File: src/rtl/lltok_pkg.sv
// ----------------------------------------------------------------------------
// lltok_pkg
// Shared types, token codes and the keyword table for the layout tokenizer.
// ----------------------------------------------------------------------------
package lltok_pkg;

  localparam int PositionBitsDefault = 16;
  localparam int LineBitsDefault     = 16;

  localparam int KwCount   = 20;
  localparam int FifoDepth = 4;

  // token kinds
  localparam logic [4:0] TokError    = 5'd0;
  localparam logic [4:0] TokEof      = 5'd1;
  localparam logic [4:0] TokNumber   = 5'd2;
  localparam logic [4:0] TokString   = 5'd3;
  localparam logic [4:0] TokLBrace   = 5'd4;
  localparam logic [4:0] TokRBrace   = 5'd5;
  localparam logic [4:0] TokLBracket = 5'd6;
  localparam logic [4:0] TokRBracket = 5'd7;
  localparam logic [4:0] TokColon    = 5'd8;
  localparam logic [4:0] TokComma    = 5'd9;
  localparam logic [4:0] TokKwBase   = 5'd10;

  // error kinds
  localparam logic [1:0] ErrNone         = 2'd0;
  localparam logic [1:0] ErrUnterminated = 2'd1;
  localparam logic [1:0] ErrUnknownKw    = 2'd2;
  localparam logic [1:0] ErrUnexpected   = 2'd3;

  // characters
  localparam logic [7:0] ChTab      = 8'h09;
  localparam logic [7:0] ChNewline  = 8'h0A;
  localparam logic [7:0] ChReturn   = 8'h0D;
  localparam logic [7:0] ChSpace    = 8'h20;
  localparam logic [7:0] ChQuote    = 8'h22;
  localparam logic [7:0] ChHash     = 8'h23;
  localparam logic [7:0] ChComma    = 8'h2C;
  localparam logic [7:0] ChDot      = 8'h2E;
  localparam logic [7:0] ChColon    = 8'h3A;
  localparam logic [7:0] ChLBracket = 8'h5B;
  localparam logic [7:0] ChRBracket = 8'h5D;
  localparam logic [7:0] ChLBrace   = 8'h7B;
  localparam logic [7:0] ChRBrace   = 8'h7D;

  // keywords, alphabetical; text is right-justified in 80 bits
  localparam logic [79:0] KwText [KwCount] = '{
    "button", "checklist", "column", "command", "config", "console",
    "enable", "exit", "false", "hline", "label", "list", "name", "null",
    "row", "textbox", "true", "variable", "vline", "window"
  };
  localparam logic [3:0] KwLen [KwCount] = '{
    4'd6, 4'd9, 4'd6, 4'd7, 4'd6, 4'd7, 4'd6, 4'd4, 4'd5, 4'd5,
    4'd5, 4'd4, 4'd4, 4'd4, 4'd3, 4'd7, 4'd4, 4'd8, 4'd5, 4'd6
  };

  typedef struct packed {
    logic [7:0] text_byte;
    logic       end_of_text;
  } in_beat_t;

  typedef struct packed {
    logic [4:0]  token_kind;
    logic [1:0]  error_kind;
    logic [15:0] token_start;
    logic [15:0] token_length;
    logic [15:0] line_number;
    logic        last_of_run;
  } out_beat_t;

  // up to two results of one byte, packed toward r0
  typedef struct packed {
    logic      v0;
    logic      v1;
    out_beat_t r0;
    out_beat_t r1;
  } res_pair_t;

  // character pos of keyword idx, zero past its end
  function automatic logic [7:0] kw_char(input logic [4:0] idx, input logic [3:0] pos);
    logic [79:0] txt;
    logic [3:0]  len;
    logic [6:0]  sh;
    txt = KwText[idx];
    len = KwLen[idx];
    sh  = {len - pos - 4'd1, 3'b000};
    kw_char = 8'h00;
    if (pos < len) begin
      kw_char = txt[sh +: 8];
    end
  endfunction

  function automatic logic [15:0] clamp16(input logic [32:0] v);
    clamp16 = (v > 33'h0FFFF) ? 16'hFFFF : v[15:0];
  endfunction

endpackage

File: src/rtl/lltok_fifo.sv
// ----------------------------------------------------------------------------
// lltok_fifo
// Result queue: up to two results in and, while ready, one beat out per cycle.
// ----------------------------------------------------------------------------
module lltok_fifo (
  input  logic                  clk_i,
  input  logic                  rst_ni,
  input  lltok_pkg::res_pair_t  push_i,
  output logic                  has_room_o,
  output logic                  out_valid_o,
  input  logic                  out_ready_i,
  output lltok_pkg::out_beat_t  out_data_o
);
  import lltok_pkg::*;

  localparam int PtrBits = $clog2(FifoDepth);
  localparam int CntBits = PtrBits + 1;

  out_beat_t          mem_q [FifoDepth];
  logic [PtrBits-1:0] rd_q, rd_d, wr_q, wr_d;
  logic [CntBits-1:0] cnt_q, cnt_d;
  logic               pop;
  logic [CntBits-1:0] n_push;

  assign pop         = out_valid_o && out_ready_i;
  assign out_valid_o = (cnt_q != '0);
  assign out_data_o  = mem_q[rd_q];
  assign has_room_o  = (cnt_q <= CntBits'(FifoDepth - 2));
  assign n_push      = CntBits'(push_i.v0) + CntBits'(push_i.v1);

  always_comb begin
    rd_d  = pop ? rd_q + PtrBits'(1) : rd_q;
    wr_d  = wr_q + n_push[PtrBits-1:0];
    cnt_d = cnt_q + n_push - CntBits'(pop);
  end

  always_ff @(posedge clk_i or negedge rst_ni) begin
    if (!rst_ni) begin
      rd_q  <= '0;
      wr_q  <= '0;
      cnt_q <= '0;
    end else begin
      rd_q  <= rd_d;
      wr_q  <= wr_d;
      cnt_q <= cnt_d;
    end
  end

  always_ff @(posedge clk_i) begin
    if (push_i.v0) begin
      mem_q[wr_q] <= push_i.r0;
    end
    if (push_i.v1) begin
      mem_q[wr_q + PtrBits'(1)] <= push_i.r1;
    end
  end

`ifndef NO_ASSERTIONS
  a_cnt_bound: assert property (@(posedge clk_i) disable iff (!rst_ni)
    cnt_q <= CntBits'(FifoDepth))
    else $error("result queue count out of range");
  a_push_packed: assert property (@(posedge clk_i) disable iff (!rst_ni)
    push_i.v1 |-> push_i.v0)
    else $error("second result pushed without first");
  a_no_overflow: assert property (@(posedge clk_i) disable iff (!rst_ni)
    push_i.v1 |-> cnt_q <= CntBits'(FifoDepth - 2))
    else $error("result queue overflow");
`endif

endmodule

File: src/rtl/lltok_scan.sv
// ----------------------------------------------------------------------------
// lltok_scan
// Scanner state and per-byte step: modes, keyword match lanes, counters.
// ----------------------------------------------------------------------------
module lltok_scan #(
  parameter int PositionBits = lltok_pkg::PositionBitsDefault,
  parameter int LineBits     = lltok_pkg::LineBitsDefault
) (
  input  logic                 clk_i,
  input  logic                 rst_ni,
  input  logic                 fire_i,
  input  lltok_pkg::in_beat_t  in_i,
  output lltok_pkg::res_pair_t res_o
);
  import lltok_pkg::*;

  typedef enum logic [2:0] {
    ModeIdle,
    ModeComment,
    ModeWord,
    ModeNumber,
    ModeString
  } mode_e;

  mode_e                   mode_q, mode_d;
  logic [PositionBits-1:0] pos_q, pos_d, ls_q, ls_d;
  logic [LineBits-1:0]     line_q, line_d, line_up;
  logic [KwCount-1:0]      mask_q, mask_d;
  logic [3:0]              wlen_q, wlen_d;
  logic                    dot_q, dot_d;

  logic [7:0]              c;
  logic                    is_alpha, is_digit;
  logic [KwCount-1:0]      trie_base, next_mask;
  logic [3:0]              trie_k;
  logic [PositionBits:0]   len_open, len_str;
  logic [15:0]             p16, ls16, line16;
  logic [4:0]              word_kind;
  logic                    word_hit;
  logic                    a_v, b_v, idle_run;
  out_beat_t               a_r, b_r;

  assign c        = in_i.text_byte;
  assign is_alpha = (c >= 8'h61 && c <= 8'h7A) || (c >= 8'h41 && c <= 8'h5A);
  assign is_digit = (c >= 8'h30 && c <= 8'h39);
  assign len_open = {1'b0, pos_q} - {1'b0, ls_q};
  assign len_str  = len_open + (PositionBits+1)'(1);
  assign p16      = clamp16(33'(pos_q));
  assign ls16     = clamp16(33'(ls_q));
  assign line16   = clamp16(33'(line_q));
  assign line_up  = (line_q == '1) ? line_q : line_q + LineBits'(1);

  // keyword lanes: continue the word or start one from all candidates
  always_comb begin
    if (mode_q == ModeWord) begin
      trie_base = mask_q;
      trie_k    = wlen_q;
    end else begin
      trie_base = '1;
      trie_k    = '0;
    end
    for (int i = 0; i < KwCount; i++) begin
      next_mask[i] = trie_base[i] && (trie_k < KwLen[i]) &&
                     (kw_char(5'(i), trie_k) == c);
    end
  end

  // exact match lane, at most one
  always_comb begin
    word_hit  = 1'b0;
    word_kind = TokError;
    for (int i = 0; i < KwCount; i++) begin
      if (mask_q[i] && (KwLen[i] == wlen_q)) begin
        word_hit  = 1'b1;
        word_kind = TokKwBase + 5'(i);
      end
    end
    if (wlen_q < 4'd2) begin
      word_hit = 1'b0;
    end
  end

  always_comb begin
    mode_d   = mode_q;
    pos_d    = (pos_q == '1) ? pos_q : pos_q + PositionBits'(1);
    ls_d     = ls_q;
    line_d   = line_q;
    mask_d   = mask_q;
    wlen_d   = wlen_q;
    dot_d    = dot_q;
    idle_run = 1'b0;
    a_v      = 1'b0;
    b_v      = 1'b0;
    a_r      = '0;
    b_r      = '0;
    a_r.line_number = line16;
    b_r.line_number = line16;

    if (in_i.end_of_text) begin
      pos_d = pos_q;
      unique case (mode_q)
        ModeWord: begin
          a_v = 1'b1;
          a_r.token_kind = word_hit ? word_kind : TokError;
          a_r.error_kind = word_hit ? ErrNone : ErrUnknownKw;
        end
        ModeNumber: begin
          a_v = 1'b1;
          a_r.token_kind = TokNumber;
        end
        ModeString: begin
          a_v = 1'b1;
          a_r.token_kind = TokError;
          a_r.error_kind = ErrUnterminated;
        end
        default: ;
      endcase
      a_r.token_start  = ls16;
      a_r.token_length = clamp16(33'(len_open));
      mode_d = ModeIdle;
      b_v = 1'b1;
      b_r.token_kind   = TokEof;
      b_r.token_start  = p16;
      b_r.token_length = 16'd0;
    end else begin
      unique case (mode_q)
        ModeIdle: idle_run = 1'b1;
        ModeComment: begin
          if (c == ChNewline) begin
            idle_run = 1'b1;
          end
        end
        ModeWord: begin
          if (is_alpha || is_digit) begin
            mask_d = next_mask;
            wlen_d = (wlen_q == 4'hF) ? wlen_q : wlen_q + 4'd1;
          end else begin
            a_v = 1'b1;
            a_r.token_kind = word_hit ? word_kind : TokError;
            a_r.error_kind = word_hit ? ErrNone : ErrUnknownKw;
            idle_run = 1'b1;
          end
        end
        ModeNumber: begin
          if (is_digit) begin
            dot_d = dot_q;
          end else if (c == ChDot && !dot_q) begin
            dot_d = 1'b1;
          end else begin
            a_v = 1'b1;
            a_r.token_kind = TokNumber;
            idle_run = 1'b1;
          end
        end
        ModeString: begin
          if (c == ChQuote) begin
            mode_d = ModeIdle;
            a_v = 1'b1;
            a_r.token_kind   = TokString;
            a_r.token_length = clamp16(33'(len_str));
          end else if (c == ChNewline) begin
            line_d = line_up;
          end
        end
        default: idle_run = 1'b1;
      endcase
      a_r.token_start = ls16;
      if (!(mode_q == ModeString)) begin
        a_r.token_length = clamp16(33'(len_open));
      end

      if (idle_run) begin
        mode_d = ModeIdle;
        b_r.token_start  = p16;
        b_r.token_length = 16'd1;
        priority if (c == ChSpace || c == ChReturn || c == ChTab) begin
          mode_d = ModeIdle;
        end else if (c == ChNewline) begin
          line_d = line_up;
        end else if (c == ChHash) begin
          mode_d = ModeComment;
        end else if (c == ChQuote) begin
          mode_d = ModeString;
          ls_d   = pos_q;
        end else if (c == ChLBrace) begin
          b_v = 1'b1;
          b_r.token_kind = TokLBrace;
        end else if (c == ChRBrace) begin
          b_v = 1'b1;
          b_r.token_kind = TokRBrace;
        end else if (c == ChLBracket) begin
          b_v = 1'b1;
          b_r.token_kind = TokLBracket;
        end else if (c == ChRBracket) begin
          b_v = 1'b1;
          b_r.token_kind = TokRBracket;
        end else if (c == ChColon) begin
          b_v = 1'b1;
          b_r.token_kind = TokColon;
        end else if (c == ChComma) begin
          b_v = 1'b1;
          b_r.token_kind = TokComma;
        end else if (is_alpha) begin
          mode_d = ModeWord;
          ls_d   = pos_q;
          mask_d = next_mask;
          wlen_d = 4'd1;
        end else if (is_digit) begin
          mode_d = ModeNumber;
          ls_d   = pos_q;
          dot_d  = 1'b0;
        end else begin
          b_v = 1'b1;
          b_r.token_kind = TokError;
          b_r.error_kind = ErrUnexpected;
        end
      end
    end
  end

  // pack results toward r0, mark the final one
  always_comb begin
    res_o = '0;
    if (a_v) begin
      res_o.v0 = fire_i;
      res_o.v1 = fire_i && b_v;
      res_o.r0 = a_r;
      res_o.r1 = b_r;
      res_o.r0.last_of_run = !b_v;
      res_o.r1.last_of_run = 1'b1;
    end else begin
      res_o.v0 = fire_i && b_v;
      res_o.r0 = b_r;
      res_o.r0.last_of_run = 1'b1;
    end
  end

  always_ff @(posedge clk_i or negedge rst_ni) begin
    if (!rst_ni) begin
      mode_q <= ModeIdle;
      pos_q  <= '0;
      ls_q   <= '0;
      line_q <= LineBits'(1);
      mask_q <= '1;
      wlen_q <= '0;
      dot_q  <= 1'b0;
    end else if (fire_i) begin
      mode_q <= mode_d;
      pos_q  <= pos_d;
      ls_q   <= ls_d;
      line_q <= line_d;
      mask_q <= mask_d;
      wlen_q <= wlen_d;
      dot_q  <= dot_d;
    end
  end

`ifndef NO_ASSERTIONS
  a_eot_idle: assert property (@(posedge clk_i) disable iff (!rst_ni)
    (fire_i && in_i.end_of_text) |=> mode_q == ModeIdle)
    else $error("scanner not idle after end of text");
  a_line_nonzero: assert property (@(posedge clk_i) disable iff (!rst_ni)
    line_q != '0)
    else $error("line count reached zero");
  a_eot_last: assert property (@(posedge clk_i) disable iff (!rst_ni)
    (fire_i && in_i.end_of_text) |-> (res_o.v1 ? res_o.r1.token_kind == TokEof
                                                : res_o.r0.token_kind == TokEof))
    else $error("end of text without final eof token");
  a_no_result_idle: assert property (@(posedge clk_i) disable iff (!rst_ni)
    !fire_i |-> !res_o.v0 && !res_o.v1)
    else $error("result produced without an input beat");
`endif

endmodule

File: src/rtl/layout_language_tokenizer.sv
// ----------------------------------------------------------------------------
// layout_language_tokenizer
// Streaming tokenizer for a small layout language: one text byte per beat
// in, one token per beat out.
// A token enters the result queue when the byte that ends it is accepted.
// Throughput: one byte per cycle while the output takes one beat per cycle;
// a byte that yields two tokens uses two output beats, and input stalls when
// the four-entry result queue has fewer than two free slots.
// Reset: scanner idle, position 0, line 1, result queue empty.
// ----------------------------------------------------------------------------
module layout_language_tokenizer #(
  parameter int PositionBits = lltok_pkg::PositionBitsDefault,
  parameter int LineBits     = lltok_pkg::LineBitsDefault
) (
  input  logic                 clk_i,
  input  logic                 rst_ni,
  input  logic                 in_valid_i,
  output logic                 in_ready_o,
  input  lltok_pkg::in_beat_t  in_data_i,
  output logic                 out_valid_o,
  input  logic                 out_ready_i,
  output lltok_pkg::out_beat_t out_data_o
);
  import lltok_pkg::*;

  logic      in_fire;
  logic      room;
  res_pair_t res;

  assign in_ready_o = room;
  assign in_fire    = in_valid_i && room;

  lltok_scan #(
    .PositionBits(PositionBits),
    .LineBits    (LineBits)
  ) u_scan (
    .clk_i (clk_i),
    .rst_ni(rst_ni),
    .fire_i(in_fire),
    .in_i  (in_data_i),
    .res_o (res)
  );

  lltok_fifo u_fifo (
    .clk_i      (clk_i),
    .rst_ni     (rst_ni),
    .push_i     (res),
    .has_room_o (room),
    .out_valid_o(out_valid_o),
    .out_ready_i(out_ready_i),
    .out_data_o (out_data_o)
  );

endmodule

File: config.mk
export PLATFORM = sky130hd
export DESIGN_NAME = layout_language_tokenizer
export DESIGN_NICKNAME = d
export VERILOG_FILES = /design/src/rtl/lltok_pkg.sv /design/src/rtl/lltok_fifo.sv /design/src/rtl/lltok_scan.sv /design/src/rtl/layout_language_tokenizer.sv
export SDC_FILE = /design/constraint.sdc
export NUM_CORES = 1
export LEC_CHECK = 0
export BUFFER_PORTS_ARGS = -buffer_cell sky130_fd_sc_hd__buf_2
export CORE_MARGIN = 1.5
export CORE_UTILIZATION = 35
export CTS_CLUSTER_DIAMETER = 200
export DETAILED_ROUTE_END_ITERATION = 12
export PLACE_DENSITY_LB_ADDON = 0.05
export SLEW_MARGIN = 20
export SYNTH_ARGS = -nofsm -noshare
export SYNTH_HDL_FRONTEND = slang
export SYNTH_HIERARCHICAL = 1
export SYNTH_SLANG_ARGS = --single-unit
File: constraint.sdc
create_clock -name clk_i -period 7.9 [get_ports clk_i]
set_input_delay 1.58 -clock clk_i [delete_from_list [all_inputs] [get_ports clk_i]]
set_output_delay 1.58 -clock clk_i [all_outputs]
set_load 0.02 [all_outputs]
==> impl_metrics.toml, run 1 <==
[outcome]
status = "completed"

[floorplan]
core_mm2 = 0.0580
die_h_um = 246
fp-row-count = 88
dieArea_mm2 = 0.0605
pin_count = 71
initial_utilization_pct = 35.6
die_w_um = 246

[final_layout]
multi_input_area_mm2 = 0.0109
layout.nets = 1951
area_growth_pct = 10.2
regArea_mm2 = 0.00883
final_common_cell = "edfxtp_1"
utilization_pct = 39.3
fill_cells = 5664
mostFrequentLayoutCells = "224 x edfxtp_1, 164 x nand2_1, 121 x o21ai_0"
layout-drive-gt1-share_pct = 20.6

[placement]
dp_slack_ps = 1390
hpwl_mm = 41.5
routabilityCongestion = 0.860
io_buffers = 70

[sta]
min_period_ps = 6080
drv_slew = 0
finalCritPeriodShare_pct = 77.0
clock_skew_ps = 14.6
rsz0062_at_grt = "false"
setup_viol = 0
worst_pin_slew_ps = 1010
relSlewSlack_pct = 32.7
finalHoldViolCount = 0
fin_ws_ps = 1820
finalSetupTns_ps = 0
max_freq_mhz = 164

[drt]
drt_iter0_markers = 1049
wl_mm = 61.7
wire_per_inst_um = 23.1
antenna_left = 0
drc = 0
drt_pass1_iterations = 5
vias = 15000
post_drt_via_cell_ratio = 5.62

[logic_synthesis]
synth_area_leaders = "edfxtp_1 33%, dfrtp_1 7.5%, mux4_2 6.1%, mux2_1 5.9%, mux2_2 5.7%"
synth_top_area_share_pct = 32.5
yosysWarningCount = 6
netlist_area_mm2 = 0.0207
synth-seq-cells = 307
yosysSeqAreaShare_pct = 42.7
avgSynthCellArea_um2 = 11.0
yosysUniqueCellTypes = 90
yosysTopAreaCell = "edfxtp_1"
ys_async_sr_fraction_pct = 27.0
ys.flop_type = "edfxtp_1"
synth_edf_count = 224
syn_inst = 1875

[worst_setup_path]
cp-endpoint = "u_fifo/mem_q[3][25]"
r2r_cells = 19
r2r_start = "u_scan/p16[0]"
cp_max_fo = 10
crit_chain = "inv_1 > ha_1 > inv_1 > fa_1 > a21o_1 > a311o_1 > nand3_1 > nand4_1 > or3_1 > or2_2 > nor3_1 > and3_1 > ha_1 > nand4_1 > nor4_1 > nand4_1 > o211ai_2 > nand3_1 > mux2_1"
arrival_ps = 6390
rr_endpoint = "u_fifo/mem_q[3][25]"
cp_top_family = "simple AND/OR/NAND/NOR gates"
crit_path_max_incr_delay_ps = 450
crit_cells = 19
startpoint_type = "flip-flop"
reg2reg_setup_slack_ps = 1820
critical_path_class = "reg -> reg"
worstPathRequired_ps = 8210
timing.critical_path.mode_cell = "nand4_1"
cp_num_buf_inv = 2
slowest_stage = "fa_1"
end_kind = "flip-flop"
critPathLaunch = "u_scan/p16[0]"

[cts]
clkTransAtPathRegs_ps = 60
cts_htree_levels = 2
tritoncts = "done"
postCtsSetupRepairBufs = 0
cts-root-buf = "clkbuf_16"
cts_num_sinks = 307
cts-buffers-inserted = 39
hold_buffers = 0
cts_max_path_buffers = 3
clk_latency_ps = 560
post_cts_resized = 0

[global_route]
grt_remaining_overflow = 0
antenna_found_initial = 1
grt_pass1_wl_mm = 94.8
grt_usage_pct = 20.5
grt_pass1_vias = 15100
grt_max_degree = 57

[run]
cap_violations = 0

[power_and_ir_drop]
ir_drop_mv = 0.147
p_per_area_mw_per_mm2 = 325
leakage_nw = 8.79

[min_path]
hold_class = "reg -> reg"
-- stage by stage --
step	cell area, um^2	hold WS (ps)	cells	power (W)
after floorplan	20700	453	1890	0.00474
after global placement	21600	487	2607	0.00576
after detailed placement	21600	491	2607	0.00576
after CTS	22800	502	2676	0.00749
after global routing	22800	520	2676	0.00786
final	22800	503	2677	0.00740
-- cells in the mapped netlist, types with 10 or more instances --
cell type and number:
o22ai_1 11, nand2_1 164, clkbuf_1 67, nand2b_1 24, xnor2_1 74, a21oi_1 73, mux2_2 104, nand3_1 47
a22oi_1 16, and3_1 40, buf_4 48, mux2_1 109, ha_1 53, nand4_1 14, mux2_4 29, o31ai_1 10
dfstp_2 21, o211ai_1 13, dfrtp_1 62, o21ai_0 123, nor4_1 12, nor2b_1 15, mux4_2 56, xor2_1 23
inv_1 54, o41ai_1 11, buf_2 22, nor2_1 101, a31oi_1 14, edfxtp_1 224, and2_1 25, nor3_1 36
-- flip-flops by register name (all words and copies together), names as in the netlist --
name	count
u_scan/ls16	16
u_fifo/mem_q	224
u_scan/wlen_q	4
u_fifo/wr_q	2
u_scan/line16	16
u_fifo/cnt_q	3
u_scan/p16	16
u_scan/mode_q	3
u_fifo/rd_q	2
u_scan/mask_q	20
u_scan/dot_q	1
-- routing by layer --
layer / track usage, % / vias up / part of all wire (%)
met4: 5.45 / 2 / 2.1
li1: - / 7041 / -
met2: 32.9 / 397 / 46
met1: 28.7 / 7512 / 47
met5: 0 / - / 0.021
met3: 3.06 / 90 / 4.6
-- how the worst min path moves through the flow --
stage                                    to  slack (ps)         startpoint  cells past startpoint
after global routing       u_scan/mask_q[0]         520   u_scan/mask_q[0]                      2
after floorplan           u_scan/mask_q[17]         450  u_scan/mask_q[17]                      2
after CTS                  u_scan/mask_q[0]         500   u_scan/mask_q[0]                      2
after detailed placement   u_scan/mask_q[0]         490   u_scan/mask_q[0]                      2
after global placement      u_scan/ls16[12]         490    u_scan/ls16[12]                      1
final                        u_scan/ls16[1]         500     u_scan/ls16[1]                      1
-- where the power goes --
group / switching [W] / leakage [nW] / internal, W
logic: 0.00213 / 5.11 / 0.00134
registers: 0.000196 / 3.09 / 0.00205
clock network: 0.000720 / 0.578 / 0.000964
total: 0.00305 / 8.79 / 0.00435
-- layout make-up --
| class | instances | share of cell area (%) |
|---|---|---|
| Sequential cell | 307 | 38.8 |
| Timing Repair Buffer | 103 | 2.91 |
| Multi-Input combinational cell | 1375 | 47.9 |
| Inverter | 57 | 0.939 |
| Clock inverter | 13 | 0.450 |
| Tap cell | 765 | 4.20 |
| Clock buffer | 56 | 4.78 |
| Antenna cell | 1 | 0.0110 |
-- worst register-to-register path: stages, from the launching register on --
cell and delay (ps):
dfrtp_1 420, inv_1 150, ha_1 200, inv_1 60
fa_1 450, a21o_1 260, a311o_1 360, nand3_1 320
nand4_1 240, or3_1 450, or2_2 350, nor3_1 270
and3_1 220, ha_1 330, nand4_1 170, nor4_1 340
nand4_1 160, o211ai_2 390, nand3_1 330, mux2_1 390
-- logic make-up (layout without fill, tap and decap cells) --
group / after synthesis / after routing / share of synthesized area, %
buffers and inverters: 208 / 229 / 5.04
other: 1 / 17 / 0.0181
muxes: 306 / 306 / 20.2
AOI/OAI and AO/OA: 380 / 380 / 12.0
adders and majority gates: 55 / 55 / 3.40
DFF: 307 / 307 / 42.7
xor gates and xnor gates: 98 / 98 / 4.19
and+or+nand+nor: 520 / 520 / 12.5
Power figures use the tool's default switching activity.
==> run 2, diff against run 1 <==
==> constraint.sdc (replaced) <==
create_clock -name clk_i -period 5.3 [get_ports clk_i]
set_input_delay 1.06 -clock clk_i [delete_from_list [all_inputs] [get_ports clk_i]]
set_output_delay 1.06 -clock clk_i [all_outputs]
set_load 0.02 [all_outputs]
==> impl_metrics.toml, run 2 (same netlist as run 1, synthesis figures left out) <==
[final_layout]
layout-drive-gt1-share_pct = 22.9
mostFrequentLayoutCells = "224 x edfxtp_1, 164 x nand2_1, 121 x o21ai_0"
final_common_cell = "edfxtp_1"
final_cells = 2722
area_growth_pct = 12.4
largest_register_ffs = 224
top_register = "u_fifo/mem_q"
utilization_pct = 40.0
top_regs = "u_fifo/mem_q: 224 flops, u_scan/mask_q: 20 flops"
layout.nets = 1993

[global_route]
grt_pass1_wl_mm = 96.0
antenna_found_initial = 0
grt_remaining_overflow = 0
grt_pass1_vias = 15100
grt_max_degree = 49
grt_usage_pct = 20.7

[power_and_ir_drop]
ir_drop_mv = 0.264
leakage_nw = 9.05
p_per_area_mw_per_mm2 = 493

[placement]
routabilityCongestion = 0.856
dp.cells = 2649
io_buffers = 70
hpwl_mm = 42.0

[sta]
relSlewSlack_pct = 25.8
max_freq_mhz = 203
drv_slew = 0
worst_pin_slew_ps = 1110
setup_viol = 0
clock_skew_ps = 26.2
finalCritPeriodShare_pct = 92.9
finalHoldViolCount = 0
min_period_ps = 4920

[floorplan]
fp-row-count = 88
die_h_um = 246
dieArea_mm2 = 0.0605
die_w_um = 246
pin_count = 71
core_mm2 = 0.0580
initial_utilization_pct = 35.6

[cts]
clk_latency_ps = 560
cts-buffers-inserted = 39
tritoncts = "done"
cts_max_path_buffers = 3
cts-root-buf = "clkbuf_16"
clkTransAtPathRegs_ps = 60
cts_htree_levels = 2
cts_num_sinks = 307
hold_buffers = 0

[outcome]
status = "completed"

[drt]
wire_per_inst_um = 22.9
drt_pass1_iterations = 5
drt_iter0_markers = 1308
vias = 15200
drc = 0
antenna_left = 0
wl_mm = 62.4
post_drt_via_cell_ratio = 5.58

[worst_setup_path]
startpoint_type = "flip-flop"
r2r_start = "u_scan/p16[0]"
cp_max_fo = 10
rr_endpoint = "u_fifo/mem_q[3][25]"
arrival_ps = 5220
r2r_cells = 20
critical_path_class = "reg -> reg"
reg2reg_setup_slack_ps = 380
end_kind = "flip-flop"
worstPathRequired_ps = 5590

[min_path]
hold_class = "reg -> reg"
holdPathEnd = "u_scan/mask_q[17]"
min_from = "u_scan/mask_q[17]"
holdPathStages = 2

[run]
cap_violations = 0
## run 2: cell types whose count changed in the layout (fill, tap and decap cells not counted), moves of 2 or more
cell / delta
clkinv_4: +3
buf_4: +41
clkbuf_1: -2
clkinv_1: -3
clkinv_2: +6
clkbuf_8: -3
bufinv_16: +4
## run 2: per-stage QoR
stage	setup TNS, ps	setup WS, ps	hold slack, ps	power, W	area [um^2]
floorplan	0	98.8	453	0.00706	20700
global placement	0	344	467	0.00877	21900
detailed placement	0	242	480	0.00877	21900
CTS	0	218	496	0.0115	23200
global route	-17.8	-12.2	513	0.0122	23200
finish	0	375	491	0.0114	23200
## run 2: report_power, final
group,leakage [nW],internal (W),total (W),switching [W]
sequential,3.09,0.00305,0.00339,0.000336
combinational,5.32,0.00216,0.00536,0.00320
clock,0.638,0.00162,0.00270,0.00108
total,9.05,0.00683,0.0114,0.00462
## run 2: final cells by class
cell class                      instances  area, um^2
Tap cell                              765         957
Inverter                               57         214
Fill cell                            5601       34800
Clock buffer                           52        1070
Sequential cell                       307        8830
Timing Repair Buffer                  145         991
Multi-Input combinational cell       1375       10900
Clock inverter                         20         224
Antenna cell                            1        2.50
## run 2: metal layers
metal | vias to the layer above | track usage, % | share of wire [%]
li1 | 7129 | - | -
met1 | 7553 | 30.1 | 49
met2 | 434 | 32.1 | 44
met3 | 73 | 3.17 | 5.3
met4 | 0 | 5.05 | 2.0
met5 | - | 0 | 0
## run 2: worst max path at each step
stage	from	endpoint	slack, ps
global placement	u_scan/p16[0]	u_fifo/mem_q[3][24]	340
finish	u_scan/p16[0]	u_fifo/mem_q[3][25]	380
detailed placement	u_scan/p16[0]	u_fifo/mem_q[3][24]	240
CTS	u_scan/p16[0]	u_fifo/mem_q[1][24]	220
floorplan	in_data_i[7]	u_fifo/mem_q[3][0]	100
global route	u_scan/p16[0]	u_fifo/mem_q[1][25]	-10
## run 2: repair_timing
action	in CTS	in global routing
gates resized for setup	0	4
buffers inserted	0	0
setup endpoints to repair	0	40
## run 2: critical path: stages, from the launching register on
cell and delay (ps):
dfrtp_1 410, inv_1 150, ha_1 180, inv_1 50
fa_1 440, a21o_1 260, a311o_1 350, nand3_1 120
nand4_1 150, or3_4 400, or2_2 330, nor3_2 150
and3_1 180, ha_1 140, nand4_1 90, nor4_2 260
nand4_1 140, o211ai_2 160, buf_4 210, nand3_1 160
mux2_1 320
==> run 3, diff against run 2 <==
--- a/config.mk
+++ b/config.mk
@@ -5,9 +5,10 @@
 export SDC_FILE = /design/constraint.sdc
 export NUM_CORES = 1
 export LEC_CHECK = 0
+export ABC_CLOCK_PERIOD_IN_PS = 5300
 export BUFFER_PORTS_ARGS = -buffer_cell sky130_fd_sc_hd__buf_2
-export CORE_MARGIN = 1.5
-export CORE_UTILIZATION = 35
+export CORE_MARGIN = 4
+export CORE_UTILIZATION = 30
 export CTS_CLUSTER_DIAMETER = 200
 export DETAILED_ROUTE_END_ITERATION = 12
 export PLACE_DENSITY_LB_ADDON = 0.05
==> impl_metrics.toml, run 3 (same netlist as run 1, synthesis figures left out) <==
[sta]
clock_skew_ps = 22.5
finalHoldViolCount = 0
setup_viol = 0
relSlewSlack_pct = 30.6
min_period_ps = 4980
finalSetupTns_ps = 0
drv_slew = 0
worst_pin_slew_ps = 1040
max_freq_mhz = 201
finalCritPeriodShare_pct = 93.9

[placement]
routabilityCongestion = 0.833
dp.cells = 2757
hpwl_mm = 44.2
io_buffers = 70

[final_layout]
final_common_cell = "edfxtp_1"
top_regs = "u_fifo/mem_q: 224 flops, u_scan/mask_q: 20 flops"
regArea_mm2 = 0.00883
fill_cells = 6847
layout-drive-gt1-share_pct = 22.5
final_cells = 2829
multi_input_area_mm2 = 0.0109
top_register = "u_fifo/mem_q"
largest_register_ffs = 224
layout.nets = 1994
mostFrequentLayoutCells = "224 x edfxtp_1, 164 x nand2_1, 121 x o21ai_0"
antenna_cells = 0
area_growth_pct = 12.5

[cts]
cts_num_sinks = 307
clk_latency_ps = 560
cts_htree_levels = 2
cts-root-buf = "clkbuf_16"
cts_max_path_buffers = 3
hold_buffers = 0
tritoncts = "done"
clkTransAtPathRegs_ps = 50
cts-buffers-inserted = 40

[worst_setup_path]
worstPathRequired_ps = 5710
arrival_ps = 5390
end_kind = "flip-flop"
cp_max_fo = 10
startpoint_type = "flip-flop"
critical_path_class = "reg -> reg"

[floorplan]
fp-row-count = 95
die_h_um = 271
pin_count = 71
initial_utilization_pct = 30.5
dieArea_mm2 = 0.0732
die_w_um = 271
core_mm2 = 0.0678

[min_path]
hold_class = "reg -> reg"

[drt]
drc = 0
vias = 15300
wl_mm = 65.7
drt_iter0_markers = 1073
drt_pass1_iterations = 5
post_drt_via_cell_ratio = 5.41
wire_per_inst_um = 23.2
antenna_left = 0

[global_route]
grt_pass1_wl_mm = 99.3
grt_pass1_vias = 15200
grt_usage_pct = 17.5
antenna_found_initial = 1
grt_max_degree = 57
grt_remaining_overflow = 0

[power_and_ir_drop]
leakage_nw = 8.98
p_per_area_mw_per_mm2 = 488
ir_drop_mv = 0.256

[outcome]
status = "completed"

[run]
cap_violations = 0
[run 3: layout make-up]
class                           count  area share (%)
Multi-Input combinational cell   1375            47.1
Sequential cell                   307            38.0
Tap cell                          873            4.70
Clock buffer                       53            4.60
Timing Repair Buffer              145            4.26
Inverter                           57           0.920
Clock inverter                     19           0.457
[run 3: routing by layer]
metal	GRT usage, %	routed length, um	vias to the layer above
li1	-	-	7144
met1	26.2	33200	7742
met2	26.9	28600	365
met3	2.65	2830	65
met4	3.36	1100	0
met5	0	0	-
[run 3: repair_timing]
item,4_1_cts,5_1_grt
resized for setup,0,6
setup endpoints to repair,0,40
setup buffers,0,0
hold endpoints to repair,0,0
[run 3: final timing paths]
check	from	end	slack, ps	cells past startpoint
worst max-delay path	u_scan/p16[0]	u_fifo/mem_q[0][23]	320	21
worst min-delay path	u_scan/mask_q[17]	u_scan/mask_q[17]	480	2
worst max register to register	u_scan/p16[0]	u_fifo/mem_q[0][23]	320	21
worst min register to register	u_scan/mask_q[17]	u_scan/mask_q[17]	480	2
max in group asynchronous	rst_ni	u_scan/ls16[11]	3740	2
min in group asynchronous	rst_ni	u_scan/line16[6]	570	1
[run 3: per-stage QoR]
stage	instance area [um^2]	power, W	utilization (%)	hold WS (ps)	setup slack [ps]
2_1_floorplan	20700	0.00706	-	453	98.8
3_3_place_gp	22100	0.00891	32.5	476	308
3_5_place_dp	22100	0.00887	32.5	476	211
4_1_cts	23200	0.0114	34.3	484	169
5_1_grt	23300	0.0121	34.3	497	-45.8
6_report	23300	0.0113	34.3	484	323
[run 3: where the power goes]
part	internal, W	switching (W)	total, W
Sequential	0.00305	0.000313	0.00336
Combinational	0.00217	0.00332	0.00549
Clock	0.00142	0.00106	0.00248
Total	0.00664	0.00470	0.0113
[run 3: critical path, cell delays in order (launching register included)]
cell	delay, ps
dfrtp_1	410
inv_2	100
ha_1	170
inv_1	50
fa_1	450
a21o_1	260
a311o_1	350
nand3_1	130
nand4_1	160
or3_4	400
or2_2	330
nor3_2	160
and3_1	180
ha_1	150
nand4_1	110
nor4_2	220
nand3_1	130
o41ai_2	380
o211ai_2	130
buf_4	200
nand2_1	160
mux2_2	180
